`config.mk`:
```
export PLATFORM = sky130hd
export DESIGN_NAME = backfill_byte_credit_gate
export DESIGN_NICKNAME = d
export VERILOG_FILES = /design/src/bbcg_pkg.sv /design/src/backfill_byte_credit_gate.sv
export SDC_FILE = /design/constraint.sdc
export NUM_CORES = 1
export LEC_CHECK = 0
export ABC_AREA = 1
export BUFFER_PORTS_ARGS = -buffer_cell sky130_fd_sc_hd__buf_2
export CAP_MARGIN = 0
export CELL_PAD_IN_SITES_DETAIL_PLACEMENT = 1
export CELL_PAD_IN_SITES_GLOBAL_PLACEMENT = 1
export CORE_MARGIN = 2
export CORE_UTILIZATION = 43
export DETAILED_ROUTE_END_ITERATION = 10
export PLACE_DENSITY = 0.79
export REMOVE_ABC_BUFFERS = 1
export SKIP_CTS_REPAIR_TIMING = 1
export SLEW_MARGIN = 20
export SYNTH_ARGS = -nofsm -noshare
export SYNTH_HDL_FRONTEND = slang
export SYNTH_SLANG_ARGS = --single-unit
```
`constraint.sdc`:
```
create_clock -name clk -period 4.65 [get_ports clk]
set_input_delay 0.6975 -clock clk [delete_from_list [all_inputs] [get_ports clk]]
set_output_delay 0.6975 -clock clk [all_outputs]
set_load 0.05 [all_outputs]
```
`src/bbcg_pkg.sv`:
```
`timescale 1ns / 1ps
`default_nettype none
// ----------------------------------------------------------------------------
// bbcg_pkg: shared types for the backfill byte credit gate
// Item kinds, configuration register indexes and the result flag group.
// ----------------------------------------------------------------------------
package bbcg_pkg;

    // item kind carried on the input side band
    typedef enum logic [1:0] {
        KIND_READ       = 2'd0,
        KIND_SENT       = 2'd1,
        KIND_SCAN_RESET = 2'd2
    } kind_t;

    // configuration register indexes
    typedef enum logic [1:0] {
        CFG_SCAN_BYTE_LIMIT   = 2'd0,
        CFG_SCAN_ITEM_LIMIT   = 2'd1,
        CFG_BUFFER_BYTE_LIMIT = 2'd2
    } cfg_idx_t;

    // reset values of the configuration registers
    localparam logic [31:0] SCAN_BYTE_LIMIT_RST   = 32'd131072;
    localparam logic [31:0] SCAN_ITEM_LIMIT_RST   = 32'd4096;
    localparam logic [31:0] BUFFER_BYTE_LIMIT_RST = 32'd20972856;

    // result flags of one item
    typedef struct packed {
        logic wake;
        logic buffer_full;
        logic sent_error;
        logic accepted;
    } result_t;

endpackage

`default_nettype wire

```
`src/backfill_byte_credit_gate.sv`:
```
`timescale 1ns / 1ps
`default_nettype none
// One item per cycle: an input register takes an item, the credit checks and
// state update run as combinational adds and compares, and the result lands
// in an output register, from which it is offered.
// The rate is set by the single update path on the scan and buffer counters;
// the input register keeps taking items while the output register is drained,
// and only a result left waiting on the output stalls the input side.
// ----------------------------------------------------------------------------
// backfill_byte_credit_gate: two-level byte credit gate with hysteresis
// Grants read requests against per-scan byte and item budgets and a shared buffer budget,
// returns credit on sent events and raises a wake pulse when a full buffer
// drains below three quarters with room for the deferred request.
// ----------------------------------------------------------------------------
module backfill_byte_credit_gate (
    input  wire logic        clk,
    input  wire logic        rst_n,
    // configuration write port
    input  wire logic        cfg_we,
    input  wire logic [1:0]  cfg_index,
    input  wire logic [31:0] cfg_data,
    // input items
    input  wire logic        s_tvalid,
    output logic             s_tready,
    input  wire logic [31:0] s_tdata,   // [31:0] byte_count
    input  wire logic [1:0]  s_tuser,   // [1:0] kind
    // result items
    output logic             m_tvalid,
    input  wire logic        m_tready,
    output logic [7:0]       m_tdata    // [0] accepted, [1] sent_error,
                                        // [2] buffer_full, [3] wake, [7:4] zero
);
    import bbcg_pkg::*;

    // configuration registers
    logic [31:0] scan_byte_limit_reg;
    logic [31:0] scan_item_limit_reg;
    logic [31:0] buffer_byte_limit_reg;

    // credit state
    logic [31:0] scan_bytes_reg,   scan_bytes_next;
    logic [31:0] scan_items_reg,   scan_items_next;
    logic [31:0] held_bytes_reg,   held_bytes_next;
    logic [31:0] pending_size_reg, pending_size_next;
    logic        full_flag_reg,    full_flag_next;

    // input register
    logic        in_valid_reg;
    kind_t       kind_reg;
    logic [31:0] count_reg;

    // output register
    logic        out_valid_reg;
    result_t     result_reg, result_next;

    logic        advance;

    // check terms
    logic [32:0] scan_sum;
    logic [32:0] held_sum;
    logic        item_ok;
    logic        scan_ok;
    logic        buf_ok;
    logic        sent_err;
    logic [31:0] held_sub;
    logic [33:0] limit_x3;
    logic [31:0] threshold;
    logic        fits;
    logic        cleared;

    // handshake: item moves to the output when that register is free or being drained
    assign advance  = in_valid_reg && (!out_valid_reg || m_tready);
    assign s_tready = !in_valid_reg || advance;
    assign m_tvalid = out_valid_reg;
    assign m_tdata  = {4'b0000, result_reg};

    // configuration writes
    always_ff @(posedge clk or negedge rst_n)
    begin
        if (!rst_n)
        begin
            scan_byte_limit_reg   <= SCAN_BYTE_LIMIT_RST;
            scan_item_limit_reg   <= SCAN_ITEM_LIMIT_RST;
            buffer_byte_limit_reg <= BUFFER_BYTE_LIMIT_RST;
        end
        else if (cfg_we)
        begin
            unique case (cfg_idx_t'(cfg_index))
                CFG_SCAN_BYTE_LIMIT:   scan_byte_limit_reg   <= cfg_data;
                CFG_SCAN_ITEM_LIMIT:   scan_item_limit_reg   <= cfg_data;
                CFG_BUFFER_BYTE_LIMIT: buffer_byte_limit_reg <= cfg_data;
                default:               ;
            endcase
        end
    end

    // widened sums and budget compares
    always_comb
    begin
        scan_sum  = {1'b0, scan_bytes_reg} + {1'b0, count_reg};
        held_sum  = {1'b0, held_bytes_reg} + {1'b0, count_reg};
        item_ok   = scan_items_reg < scan_item_limit_reg;
        scan_ok   = (scan_sum <= {1'b0, scan_byte_limit_reg}) || (scan_bytes_reg == 32'd0);
        buf_ok    = (held_bytes_reg == 32'd0) || (held_sum <= {1'b0, buffer_byte_limit_reg});
        sent_err  = count_reg > held_bytes_reg;
        held_sub  = held_bytes_reg - count_reg;
        limit_x3  = {2'b00, buffer_byte_limit_reg} + {1'b0, buffer_byte_limit_reg, 1'b0};
        threshold = limit_x3[33:2];
        fits      = (held_sub <= buffer_byte_limit_reg)
                    && ((buffer_byte_limit_reg - held_sub) >= pending_size_reg);
        cleared   = held_sub < threshold;
    end

    // next state and result for the item in the input register
    always_comb
    begin
        scan_bytes_next   = scan_bytes_reg;
        scan_items_next   = scan_items_reg;
        held_bytes_next   = held_bytes_reg;
        pending_size_next = pending_size_reg;
        full_flag_next    = full_flag_reg;
        result_next       = '0;
        case (kind_reg)
            KIND_READ:
            begin
                if (item_ok && scan_ok)
                begin
                    if (buf_ok)
                    begin
                        scan_bytes_next       = scan_sum[31:0];
                        held_bytes_next       = held_sum[31:0];
                        scan_items_next       = scan_items_reg + 32'd1;
                        result_next.accepted  = 1'b1;
                    end
                    else
                    begin
                        // buffer refusal: remember the size, mark full
                        full_flag_next    = 1'b1;
                        pending_size_next = count_reg;
                    end
                end
            end
            KIND_SENT:
            begin
                if (sent_err)
                begin
                    result_next.sent_error = 1'b1;
                end
                else
                begin
                    held_bytes_next = held_sub;
                    if (full_flag_reg && fits && cleared)
                    begin
                        pending_size_next = 32'd0;
                        full_flag_next    = 1'b0;
                        result_next.wake  = 1'b1;
                    end
                end
            end
            KIND_SCAN_RESET:
            begin
                scan_bytes_next = 32'd0;
                scan_items_next = 32'd0;
            end
            default:
            begin
            end
        endcase
        result_next.buffer_full = full_flag_next;
    end

    // control and credit state
    always_ff @(posedge clk or negedge rst_n)
    begin
        if (!rst_n)
        begin
            in_valid_reg     <= 1'b0;
            out_valid_reg    <= 1'b0;
            scan_bytes_reg   <= '0;
            scan_items_reg   <= '0;
            held_bytes_reg   <= '0;
            pending_size_reg <= '0;
            full_flag_reg    <= 1'b0;
        end
        else
        begin
            if (s_tvalid && s_tready)
            begin
                in_valid_reg <= 1'b1;
            end
            else if (advance)
            begin
                in_valid_reg <= 1'b0;
            end

            if (advance)
            begin
                out_valid_reg    <= 1'b1;
                scan_bytes_reg   <= scan_bytes_next;
                scan_items_reg   <= scan_items_next;
                held_bytes_reg   <= held_bytes_next;
                pending_size_reg <= pending_size_next;
                full_flag_reg    <= full_flag_next;
            end
            else if (m_tready)
            begin
                out_valid_reg <= 1'b0;
            end
        end
    end

    // payload registers
    always_ff @(posedge clk)
    begin
        if (s_tvalid && s_tready)
        begin
            kind_reg  <= kind_t'(s_tuser);
            count_reg <= s_tdata;
        end
        if (advance)
        begin
            result_reg <= result_next;
        end
    end

    // a wake pulse always reports the buffer as no longer full
    assert property (@(posedge clk) disable iff (!rst_n)
        out_valid_reg |-> !(result_reg.wake && result_reg.buffer_full))
        else $error("wake with buffer_full set");

    // grant and sent error never come from the same item
    assert property (@(posedge clk) disable iff (!rst_n)
        out_valid_reg |-> !(result_reg.accepted && result_reg.sent_error))
        else $error("accepted and sent_error together");

    // reported full flag matches the committed state
    assert property (@(posedge clk) disable iff (!rst_n)
        advance |=> (result_reg.buffer_full == full_flag_reg))
        else $error("buffer_full differs from full flag");

    // a sent error leaves the held byte count untouched
    assert property (@(posedge clk) disable iff (!rst_n)
        (advance && (kind_reg == KIND_SENT) && sent_err) |=> $stable(held_bytes_reg))
        else $error("held bytes changed on sent error");

    // the full flag only clears with a wake pulse
    assert property (@(posedge clk) disable iff (!rst_n)
        $fell(full_flag_reg) |-> result_reg.wake)
        else $error("full flag cleared without wake");

endmodule

`default_nettype wire
```
==> results.py <==
metrics = {
    "status": {
        "status": "complete, but fails checks",
        "violations": "negative setup slack",
    },
    "grt": {
        "grt_pass1_vias": 28046,
        "grt_max_degree": 105,
        "grt_use_met2_pct": 60.1,
        "grt_pass1_wl_mm": 152,
        "grt_antenna_before_repair": 6,
        "top_usage_layer": "met2",
        "gr-usage-all-layers_pct": 34.2,
        "use_met1_pct": 42.5,
        "grtUsageMet3_pct": 4.77,
        "overflow": 0,
    },
    "yosys": {
        "synth_seq_cells": 265,
        "yosys-top-cells-area": "dfrtp_1, ha_1, nand2_1",
        "async_reset_ff_share_pct": 85.7,
        "ys.flop_type": "dfrtp_1",
        "yosysTopAreaCell": "dfrtp_1",
        "synth_edf_count": 38,
        "syn-instance-count": 3412,
        "synth_area_per_cell_um2": 7.08,
        "syn_area_um2": 24200,
        "synth_top_area_share_pct": 22.6,
        "synth_xor_area_share_pct": 5.65,
        "synth_compound_area_share_pct": 13.3,
        "yosysSeqAreaShare_pct": 28.3,
        "yosys.cell_types.count": 67,
        "synthSimpleGateAreaFrac_pct": 26.7,
        "synth.area.mux_share_pct": 0,
        "yosys_warnings": 0,
        "synth_top_family_by_area": "simple AND/OR/NAND/NOR gates",
        "synth_fa_ha_area_share_pct": 16.4,
    },
    "sta": {
        "rsz0062_at_grt": "true",
        "fmax_mhz": 173,
        "worst_slack_ps": -1130,
        "setup-violations-final": 132,
        "worst_clock_skew_ps": 24.6,
        "post-route-min-period_ps": 5780,
        "drv_slew": 0,
        "tightest_slew_ps": 1120,
        "period_share_pct": 124,
        "relSlewSlack_pct": 25.1,
        "final.setup.tns_ps": -127640,
        "hold_ws_ps": 139,
        "final-hold-violation-count": 0,
    },
    "detailed_routing": {
        "drt-initial-drc-count": 2137,
        "dr.pass1.iters": 5,
        "routedWlPerCell_um": 25.1,
        "routed_wirelength_mm": 123,
        "drc": 0,
        "vias_per_cell": 5.77,
        "route.vias.total": 28289,
        "ant_nets": 0,
    },
    "cts": {
        "root_buffer": "clkbuf_16",
        "htreeDepth": 2,
        "clk_latency_ps": 590,
        "cts_tree": "done",
        "cts.clk_slew.worst_paths_ps": 60,
        "numClockSinks": 265,
        "clock_path_buffers": 3,
        "numCtsBuffers": 35,
    },
    "critical_path": {
        "worstSetupStartpointType": "register",
        "endpoint_kind": "register",
        "critPathMaxStageDelay_ps": 550,
        "worst-path-buf-inv": 6,
        "worst_path_most_repeated_cell": "nand2_1",
        "critical_path_class": "reg2reg",
        "arrival_ps": 6240,
        "cp_max_fo": 8,
        "critPathRequiredTime_ps": 5110,
        "cpMaxStageDelayCell": "nor2_1",
        "cp_top_family": "simple AND/OR/NAND/NOR gates",
    },
    "placed_design": {
        "place.gp.congestion": 0.993,
        "placed_area_um2": 29700,
        "dp_slack_ps": -1410,
        "hpwl_mm": 81.8,
        "numPortBuffers": 78,
    },
    "power": {
        "switchingPower_mw": 13.8,
        "leakagePower_nw": 18.1,
        "pwr-share-clk_pct": 11.0,
        "pwr-share-seq_pct": 13.1,
        "powerDensity_nw_per_um2": 793,
        "switching_share_pct": 50.4,
        "ir_worst_vdd_mv": 0.447,
        "total_power_mw": 27.3,
        "p_comb_share_pct": 75.9,
        "p_int_mw": 13.6,
    },
    "layout": {
        "nets": 4518,
        "area_delta_synth_final_pct": 42.5,
        "drive_above_1_share_pct": 32.7,
        "fin_area_um2": 34400,
    },
    "die": {
        "dieArea_um2": 58100,
        "die_h_um": 241,
        "rows": 86,
        "chipWidth_um": 241,
        "initial_core_util_pct": 43.7,
        "ios": 83,
        "placeableCoreArea_um2": 55300,
    },
    "worst_hold_path": {
        "hold_path_class": "in2async",
    },
    "run": {
        "cap_violations": 0,
    },
}
placed cells by master (no fill, tap or decap), types with 21 or more instances in the layout:
cell and instances:
nand2_1 740, o21ai_2 30, nor2_1 215, ha_4 35, a21oi_1 185, nand3_2 22
nand2_2 166, ha_1 274, a21oi_2 40, inv_1 450, xor2_1 93, o21ai_0 182
nand4_1 59, nand3_1 107, buf_2 77, xnor2_1 36, nand2_4 81, buf_4 620
nor4_1 21, dfrtp_1 218, edfxtp_1 38, o21ai_1 23, clkbuf_16 52, inv_2 45
nor3_1 39
cell type report:
| type | instances | area (um2) |
|---|---|---|
| Inverter | 499 | 1890 |
| Tap cell | 748 | 936 |
| Multi-Input combinational cell | 2573 | 17500 |
| Sequential cell | 265 | 6830 |
| Antenna cell | 1 | 2.50 |
| Timing Repair Buffer | 756 | 6100 |
| Clock inverter | 12 | 185 |
| Fill cell | 6892 | 20900 |
| Timing Repair inverter | 1 | 11.3 |
| Clock buffer | 52 | 1030 |
path summary, 6_finish.rpt:
path | from | end | slack (ps) | cells after the start
worst max-delay path | count_reg[0]$_DFFE_PP_ | scan_bytes_reg[20]$_DFFE_PN0P_ | -1130 | 36
worst min-delay path | rst_n | scan_item_limit_reg[7]$_DFFE_PN0P_ | 140 | 1
worst max register to register | count_reg[0]$_DFFE_PP_ | scan_bytes_reg[20]$_DFFE_PN0P_ | -1130 | 36
worst min register to register | pending_size_reg[23]$_DFFE_PN0P_ | pending_size_reg[23]$_DFFE_PN0P_ | 470 | 2
max in group asynchronous | rst_n | buffer_byte_limit_reg[24]$_DFFE_PN1P_ | 3510 | 2
min in group clk | s_tdata[19] | count_reg[19]$_DFFE_PP_ | 290 | 1
metal layers:
layer | up-vias | wire, um
met1 | 13996 | 46800
met4 | 8 | 9250
met3 | 491 | 8370
met5 | - | 57
li1 | 12532 | -
met2 | 1262 | 58800
synthesized netlist by cell type (3+ instances only):
library cell and number:
nor3_1 43, o21bai_1 25, o211ai_1 5, dfrtp_1 218, or2_2 6, o21a_1 12
nand2_4 3, a21oi_1 224, buf_4 13, or4_1 5, inv_1 486, fa_1 5
o221ai_1 3, o21ai_1 22, a211oi_1 7, o21ai_0 216, a31o_2 3, a21boi_0 5
xor2_1 116, xnor2_1 40, buf_6 9, and3_1 4, a21oi_2 9, nor4_1 26
a21o_1 11, nor2_2 8, edfxtp_1 38, nor2_1 231, inv_2 13, nand2_1 955
nand4_1 59, nand2_2 30, clkbuf_1 33, ha_1 309, dfstp_2 9, nand3_1 128
buf_2 21, a221oi_1 4, nand3b_1 4, nand3_2 11, a31oi_1 12
per-stage QoR:
stage / instances / utilization (%)
after detailed placement: 4758 / 53.7
after CTS: 4822 / 55.9
after floorplan: 3336 / -
after global placement: 4758 / 53.7
after global routing: 4906 / 62.3
final: 4907 / 62.3
power groups by stage:
stage / combinational, mW / sequential (mW) / clock [mW]
after floorplan: 8.96 / 3.33 / 0
after global placement: 15.7 / 3.44 / 0
after detailed placement: 16.6 / 3.47 / 0
after CTS: 16.8 / 3.45 / 2.97
after global routing: 22.2 / 3.61 / 3.08
final: 20.7 / 3.59 / 3.00
cells by family (layout without fill, tap and decap cells):
| kind of cell | Yosys count | in the layout |
|---|---|---|
| AOI/OAI and AO/OA | 574 | 574 |
| adders and majority gates | 314 | 314 |
| DFF | 265 | 265 |
| xor gates and xnor gates | 156 | 156 |
| buffers and inverters | 578 | 1320 |
| other | 1 | 5 |
| and+or+nand+nor | 1524 | 1525 |
No activity file was read; power rests on OpenSTA's default activity.
